--- config.mk ---
export PLATFORM = sky130hd
export DESIGN_NAME = pixel_format_to_bgra8_unit
export DESIGN_NICKNAME = d
export VERILOG_FILES = /design/src/rtl/core/pfb8_pkg.sv /design/src/rtl/core/pixel_format_to_bgra8_unit.sv
export SDC_FILE = /design/constraint.sdc
export NUM_CORES = 2
export LEC_CHECK = 0
export BUFFER_PORTS_ARGS = -buffer_cell sky130_fd_sc_hd__buf_2
export CAP_MARGIN = 5
export CORE_UTILIZATION = 35
export DETAILED_ROUTE_END_ITERATION = 6
export GPL_ROUTABILITY_DRIVEN = 0
export SLEW_MARGIN = 30
export SYNTH_ARGS = -nofsm -noshare
export SYNTH_HDL_FRONTEND = slang
export SYNTH_SLANG_ARGS = --single-unit
--- constraint.sdc ---
create_clock -name i_clk -period 22.3 [get_ports i_clk]
set_input_delay 5.575 -clock i_clk [delete_from_list [all_inputs] [get_ports i_clk]]
set_output_delay 5.575 -clock i_clk [all_outputs]
set_load 0.01 [all_outputs]
--- src/rtl/core/pfb8_pkg.sv ---
// ----------------------------------------------------------------------------
// Pixel format to BGRA8 package
// Format codes, channel helpers and the sRGB threshold table for half floats.
// ----------------------------------------------------------------------------
`default_nettype none

package pfb8_pkg;

    localparam logic [1:0] FMT_BGRA8   = 2'd0;
    localparam logic [1:0] FMT_RGB10A2 = 2'd1;
    localparam logic [1:0] FMT_RGBA16F = 2'd2;
    localparam logic [1:0] FMT_RGBA8   = 2'd3;

    localparam int unsigned NUM_CHAN   = 3;
    localparam int unsigned SRCH_STEPS = 8;
    localparam logic [14:0] HALF_INF   = 15'h7C00;

    typedef logic [14:0] t_thr_tab [256];

    // Rounds a 10-bit channel to 8 bits: floor((v*255 + 511) / 1023).
    // The quotient by 1023 is x>>10 plus one correction step.
    function automatic logic [7:0] ten_to_byte(input logic [9:0] v);
        logic [17:0] x;
        logic [7:0]  q0;
        logic [10:0] rem;
        x   = 18'(v) * 18'd255 + 18'd511;
        q0  = x[17:10];
        rem = 11'(x[9:0]) + 11'(q0);
        return (rem >= 11'd1023) ? q0 + 8'd1 : q0;
    endfunction

    // Negative values and NaNs map to code 0, which lies below every threshold but that of byte 0.
    function automatic logic [14:0] half_key(input logic [15:0] h);
        logic is_nan;
        is_nan = (h[14:10] == 5'h1F) && (h[9:0] != 10'd0);
        return (h[15] || is_nan) ? 15'd0 : h[14:0];
    endfunction

    // True when the tone-mapped, sRGB-encoded byte of half code h is at least lvl.
    function automatic logic byte_ge(input logic [14:0] h, input int unsigned lvl);
        logic [4:0]   e;
        logic [9:0]   f;
        logic [63:0]  a;
        logic [63:0]  bd;
        logic [63:0]  s;
        logic [63:0]  c;
        logic [351:0] lhs;
        logic [351:0] rhs;
        e = h[14:10];
        f = h[9:0];
        if (e == 5'd0) begin
            a  = 64'(f);
            bd = 64'd1 << 24;
        end else if (e >= 5'd25) begin
            a  = 64'({1'b1, f}) << (e - 5'd25);
            bd = 64'd1;
        end else begin
            a  = 64'({1'b1, f});
            bd = 64'd1 << (5'd25 - e);
        end
        if (a == 64'd0) begin
            return 1'b0;
        end
        s = a + bd;
        if (a * 64'd10000000 <= 64'd31308 * s) begin
            return (a * 64'd32946 + 64'd5 * s) >= (64'd10 * s * 64'(lvl));
        end
        c   = 64'(200 * lvl + 2705);
        lhs = 352'd1;
        rhs = 352'd1;
        for (int i = 0; i < 5; i++) begin
            lhs = lhs * 352'(a);
            rhs = rhs * 352'(s);
        end
        for (int i = 0; i < 12; i++) begin
            lhs = lhs * 352'd53805;
            rhs = rhs * 352'(c);
        end
        return lhs >= rhs;
    endfunction

    // Entry b from 1 up holds the smallest positive half code whose byte is at least b; entry 0 is 0.
    function automatic t_thr_tab build_thr();
        t_thr_tab    t;
        int unsigned lo;
        int unsigned hi;
        int unsigned mid;
        t[0] = 15'd0;
        for (int unsigned b = 1; b < 256; b++) begin
            lo = 1;
            hi = 32'(HALF_INF);
            while (lo < hi) begin
                mid = (lo + hi) >> 1;
                if (byte_ge(15'(mid), b)) begin
                    hi = mid;
                end else begin
                    lo = mid + 1;
                end
            end
            t[b] = 15'(lo);
        end
        return t;
    endfunction

    localparam t_thr_tab SRGB_THR = build_thr();

endpackage

`default_nettype wire

--- src/rtl/core/pixel_format_to_bgra8_unit.sv ---
// ----------------------------------------------------------------------------
// Pixel format to BGRA8 unit
// Converts one BGRA8, R10G10B10A2, RGBA16F or RGBA8 pixel per transfer into
// one BGRA8 pixel; half floats are tone-mapped and sRGB-encoded.
// ----------------------------------------------------------------------------
//
// Channel   | Direction | Payload
// ----------+-----------+-----------------------------------------------
// s (in)    | slave     | tdata: pixel_low, pixel_high; tlast: last_in_frame
// m (out)   | master    | tdata: blue, green, red, alpha; tlast: frame_end
// cfg       | write     | wdata: pixel_format
//
// The pipeline accepts one pixel per cycle while the output is not held and has
// nine register stages. A pixel enters stage 0 at its transfer and passes through
// stages 1 to 8 to the output register, stage 8.
// The depth is set by the eight-step binary search of the sRGB threshold
// table, one step per stage and per channel.
// Reset (i_rst_n low, synchronous) clears all valid bits and the format.
// When the output is held, every stage holds; nothing is lost or repeated.
// ----------------------------------------------------------------------------
`default_nettype none

module pixel_format_to_bgra8_unit
    import pfb8_pkg::*;
(
    input  wire logic        i_clk,
    input  wire logic        i_rst_n,
    input  wire logic        i_cfg_we,
    input  wire logic [1:0]  i_cfg_wdata,   // pixel_format
    input  wire logic        i_s_tvalid,
    output logic             o_s_tready,
    input  wire logic [63:0] i_s_tdata,     // [31:0] pixel_low, [63:32] pixel_high
    input  wire logic        i_s_tlast,     // last_in_frame
    output logic             o_m_tvalid,
    input  wire logic        i_m_tready,
    output logic [31:0]      o_m_tdata,     // [7:0] blue, [15:8] green,
                                            // [23:16] red, [31:24] alpha
    output logic             o_m_tlast      // frame_end
);

    localparam int unsigned LAST = SRCH_STEPS;

    logic [1:0]  r_fmt;

    // Stage 0 holds the decoded pixel; stages 1 to 8 each settle one result
    // bit of the half-float search. Stage 8 is the output register.
    logic        r_vld   [0:LAST];
    logic        r_half  [0:LAST];
    logic        r_last  [0:LAST];
    logic [7:0]  r_alpha [0:LAST];
    logic [14:0] r_key   [0:LAST][0:NUM_CHAN-1];
    logic [7:0]  r_acc   [0:LAST][0:NUM_CHAN-1];

    logic        w_adv;
    logic [7:0]  n_acc   [0:NUM_CHAN-1];
    logic [14:0] n_key   [0:NUM_CHAN-1];
    logic [7:0]  n_alpha;
    logic [31:0] w_lo;
    logic [31:0] w_hi;

    // The whole pipeline moves whenever the output register is free or drained.
    assign w_adv      = !r_vld[LAST] || i_m_tready;
    assign o_s_tready = w_adv;
    assign w_lo       = i_s_tdata[31:0];
    assign w_hi       = i_s_tdata[63:32];

    // Channel order in the arrays is blue, green, red.
    always_comb begin
        n_key[0] = half_key(w_hi[15:0]);
        n_key[1] = half_key(w_lo[31:16]);
        n_key[2] = half_key(w_lo[15:0]);
        n_alpha  = 8'hFF;
        case (r_fmt)
            FMT_BGRA8: begin
                n_acc[0] = w_lo[7:0];
                n_acc[1] = w_lo[15:8];
                n_acc[2] = w_lo[23:16];
                n_alpha  = w_lo[31:24];
            end
            FMT_RGB10A2: begin
                n_acc[0] = ten_to_byte(w_lo[29:20]);
                n_acc[1] = ten_to_byte(w_lo[19:10]);
                n_acc[2] = ten_to_byte(w_lo[9:0]);
            end
            FMT_RGBA16F: begin
                // The search starts from zero and builds the byte bit by bit.
                n_acc[0] = 8'd0;
                n_acc[1] = 8'd0;
                n_acc[2] = 8'd0;
            end
            default: begin
                n_acc[0] = w_lo[23:16];
                n_acc[1] = w_lo[15:8];
                n_acc[2] = w_lo[7:0];
            end
        endcase
    end

    always_ff @(posedge i_clk) begin
        if (!i_rst_n) begin
            r_fmt <= FMT_BGRA8;
        end else if (i_cfg_we) begin
            r_fmt <= i_cfg_wdata;
        end
    end

    always_ff @(posedge i_clk) begin
        if (!i_rst_n) begin
            for (int k = 0; k <= LAST; k++) begin
                r_vld[k] <= 1'b0;
            end
        end else if (w_adv) begin
            r_vld[0] <= i_s_tvalid;
            for (int k = 1; k <= LAST; k++) begin
                r_vld[k] <= r_vld[k-1];
            end
        end
    end

    always_ff @(posedge i_clk) begin
        if (w_adv) begin
            r_half[0]  <= (r_fmt == FMT_RGBA16F);
            r_last[0]  <= i_s_tlast;
            r_alpha[0] <= n_alpha;
            for (int c = 0; c < NUM_CHAN; c++) begin
                r_key[0][c] <= n_key[c];
                r_acc[0][c] <= n_acc[c];
            end
            for (int k = 1; k <= LAST; k++) begin
                r_half[k]  <= r_half[k-1];
                r_last[k]  <= r_last[k-1];
                r_alpha[k] <= r_alpha[k-1];
                for (int c = 0; c < NUM_CHAN; c++) begin
                    r_key[k][c] <= r_key[k-1][c];
                    // Try the next lower result bit; keep it if the table
                    // entry for that byte is not above the key.
                    if (r_half[k-1] &&
                        SRGB_THR[r_acc[k-1][c] | (8'h80 >> (k - 1))] <= r_key[k-1][c]) begin
                        r_acc[k][c] <= r_acc[k-1][c] | (8'h80 >> (k - 1));
                    end else begin
                        r_acc[k][c] <= r_acc[k-1][c];
                    end
                end
            end
        end
    end

    assign o_m_tvalid = r_vld[LAST];
    assign o_m_tlast  = r_last[LAST];
    assign o_m_tdata  = {r_alpha[LAST], r_acc[LAST][2], r_acc[LAST][1], r_acc[LAST][0]};

`ifndef ASSERT_OFF
    a_ready_rule: assert property (@(posedge i_clk) disable iff (!i_rst_n)
        o_s_tready == (!o_m_tvalid || i_m_tready))
        else $error("input ready does not follow the output stage");

    a_alpha_opaque: assert property (@(posedge i_clk) disable iff (!i_rst_n)
        o_m_tvalid && !r_half[LAST] && r_fmt != FMT_BGRA8 |-> o_m_tdata[31:24] == 8'hFF)
        else $error("alpha not opaque outside the copy format");

    a_half_alpha: assert property (@(posedge i_clk) disable iff (!i_rst_n)
        o_m_tvalid && r_half[LAST] |-> o_m_tdata[31:24] == 8'hFF)
        else $error("half-float pixel lost its opaque alpha");

    a_stall_holds: assert property (@(posedge i_clk) disable iff (!i_rst_n)
        o_m_tvalid && !i_m_tready |=> o_m_tvalid && $stable(o_m_tdata))
        else $error("output pixel changed during a stall");
`endif

endmodule

`default_nettype wire

==> run_results.csv <==
group,metric,value,unit
critical_path,required,16.73,ns
cells_and_area,final_area,92300,um2
route,drt_pre_antenna_iters,7,
critical_path,path_max_fanout,109,
sta,hold_violations,0,
global_route,grt_pass1_wl,445000,um
outcome,status,"complete, no violations",
logic_synthesis,synth_warnings,0,
global_route,grt.overflow.total,0,
sta,final-setup-viol-count,0,
clock_network,cts_tree,"yes",
route,drc,0,
global_route,grtUsageMet1,30.7,%
power,power,0.0162,W
floorplanning,die-width,501,um
critical_path,critPathKind,"in -> out",
clock_network,path_clk_slew,0.06,ns
clock_network,numCtsBuffers,84,
logic_synthesis,synth_area_leaders,"edfxtp_1 (23%), ha_1 (12%), o21ai_0 (7.3%)",
min_path,whs_path_depth,0,
logic_synthesis,synth_area,87300,um2
cells_and_area,drive_gt1_share,5.43,%
cells_and_area,seqCellArea,20300,um2
sta,finalCritPeriodShare,56.1,%
power,ir_drop,0.129,mV
clock_network,cts_buffer_depth,3,
critical_path,reg2reg_slack,16.97,ns
placement,io_buffers,90,
route,wl_per_cell,19.7,um
clock_network,clock_sinks,676,
sta,skew,0.0376,ns
sta,period_needed,12.51,ns
floorplanning,io_pins,107,
critical_path,cp-start-kind,"input port",
logic_synthesis,synth_edf_count,674,
cells_and_area,fillCellCount,26000,
clock_network,htreeDepth,3,
route,ant_nets,0,
min_path,min_path_type,"reg -> reg",
global_route,grt_usage,21.4,%
placement,place_inst,14200,
power,cellPowerDensity,175,nW/um2
critical_path,r2r_cells,19,
clock_network,clockRootBuffer,"clkbuf_16",
sta,drv_slew,0,
min_path,holdPathEnd,"r_last[0][3]$_DFFE_PN_",
placement,placed_area,89300,um2
run,cap_violations,0,
global_route,grtUsageMet2,33.0,%
sta,fmax,80.0,MHz
route,drt_iter0_markers,12300,
logic_synthesis,synthCells,11700,
global_route,use_met3,2.65,%
route,wl,283000,um
logic_synthesis,ys_seq_area_share,23.2,%
power,leakage,35.6,nW
critical_path,rr_endpoint,"r_acc[6][2]$_SDFFCE_PN1P_",
min_path,hold_start,"r_last[0][2]$_DFFE_PN_",
clock_network,worstSkewPairLatency,0.76,ns
logic_synthesis,synth.distinct_cells,93,
floorplanning,rows,182,
sta,slew-limit-headroom,32.4,%
floorplanning,start_util,35.4,%
logic_synthesis,synth_top_area_share,23.2,%
floorplanning,core_area,247000,um2
route,post_drt_via_cell_ratio,6.11,
logic_synthesis,synth_nets,12700,
cells_and_area,nets,12000,
critical_path,cp.arrival,6.93,ns
critical_path,critPathLaunch,"i_m_tready",
sta,tightest_slew,1.01,ns
sta,hold_ws,0.419,ns
logic_synthesis,synthFlopType,"edfxtp_1",
global_route,antenna_found_initial,2,
logic_synthesis,synth.avg_cell_area,7.46,um2
global_route,grt.busiest_layer,"met2",
clock_network,postCtsSetupRepairBufs,0,
floorplanning,die-area,251000,um2
global_route,grt_pass1_vias,78400,
clock_network,holdBufCountCts,0,
cells_and_area,area_delta_synth_final,5.71,%
logic_synthesis,ys_async_sr_fraction,0,%
critical_path,reg2reg_from,"r_acc[5][1]$_DFFE_PP_",
cells_and_area,finalNonFillerCells,14400,
logic_synthesis,synth_top_area_cell,"edfxtp_1",
sta,rsz0062_at_grt,"false",
sta,tns,0,ns
clock_network,ctsResizeCount,0,
cells_and_area,multi_input_area,59900,um2
global_route,grt_max_degree,110,
critical_path,end_kind,"output pin",
placement,hpwl,193000,um
floorplanning,die_y,501,um
logic_synthesis,yosys_register_bits,676,
route,vias,87900,
==> layout by cell type, fill, tap and decap left out, drive strengths merged, types with 117 or more instances in the layout <==
cell,synthesis,final
nor2b,148,148
o211ai,232,232
a21oi,1207,1207
fa,117,117
a211oi,263,263
nor3,260,260
nor2,1004,1004
a311oi,118,118
nand2,1202,1202
edfxtp,674,674
inv,815,829
nand3,345,345
ha,819,819
buf,190,279
nand2b,126,126
a31oi,260,260
o21ai,1272,1272
==> cells in the mapped netlist, types with 116 or more instances <==
cell / instances
a211oi_1: 262
a21oi_1: 1206
a311oi_1: 117
a31oi_1: 260
buf_1: 182
clkbuf_1: 873
edfxtp_1: 674
fa_1: 117
ha_1: 819
inv_1: 813
nand2_1: 1202
nand2b_1: 126
nand3_1: 345
nor2_1: 1004
nor2b_1: 148
nor3_1: 260
o211ai_1: 232
o21ai_0: 1267
o311ai_0: 116
==> cells by family after synthesis <==
logic type	Yosys count	synth area share, %
AO/OA/AOI/OAI	4351	31.0
AND/OR/NAND/NOR	3523	18.2
buffers and inverters	1905	8.23
adder cells (fa/ha/maj)	941	14.5
flip-flops	676	23.2
multiplexers	178	3.59
XOR/XNOR	124	1.26
==> layer usage <==
| metal | part of all wire, % | vias up |
|---|---|---|
| li1 | - | 41700 |
| met1 | 44 | 40900 |
| met2 | 44 | 4592 |
| met3 | 8.5 | 660 |
| met4 | 3.6 | 2 |
| met5 | 0.0060 | - |
==> area by class of cell <==
type | instances | area share, %
clock inverters | 62 | 0.872
clock buffers | 93 | 2.34
flip-flops and latches | 676 | 22.0
multi-input cells | 9117 | 64.9
repair buffers | 279 | 2.03
diodes | 2 | 0.00542
well taps | 3312 | 4.49
inverters | 839 | 3.43
==> registers in the layout, indices dropped and copies added (netlist names) <==
signal,count
r_last,9
r_acc,216
r_key,360
r_half,8
r_alpha,72
r_fmt,2
r_vld,9
==> critical path: stages <==
cell     delay [ns]
buf_2          0.11
nor2b_4        0.45
inv_8          0.40
buf_2          0.32
==> power by group <==
group	internal (W)	switching, W
sequential	0.00165	0.000196
combinational	0.00467	0.00815
clock	0.000872	0.000609
total	0.00720	0.00895
==> worst max-delay path by stage <==
| stage | depth (start not counted) | slack, ns | to |
|---|---|---|---|
| 6_report | 4 | 9.79 | o_s_tready |
| 4_1_cts | 4 | 9.83 | o_s_tready |
| 3_5_place_dp | 28 | 9.32 | r_acc[0][3]$_DFFE_PN_ |
| 5_1_grt | 28 | 9.53 | r_acc[0][3]$_DFFE_PN_ |
| 2_1_floorplan | 3 | 1.73 | o_s_tready |
| 3_3_place_gp | 28 | 9.32 | r_acc[0][3]$_DFFE_PN_ |
==> through the flow <==
step / setup WS, ns / utilization (%)
final: 9.79 / 37.4
after global routing: 9.53 / 37.4
after floorplan: 1.73 / -
after detailed placement: 9.32 / 36.2
after CTS: 9.83 / 37.4
after global placement: 9.32 / 36.2
No activity file was read; power rests on OpenSTA's default activity.
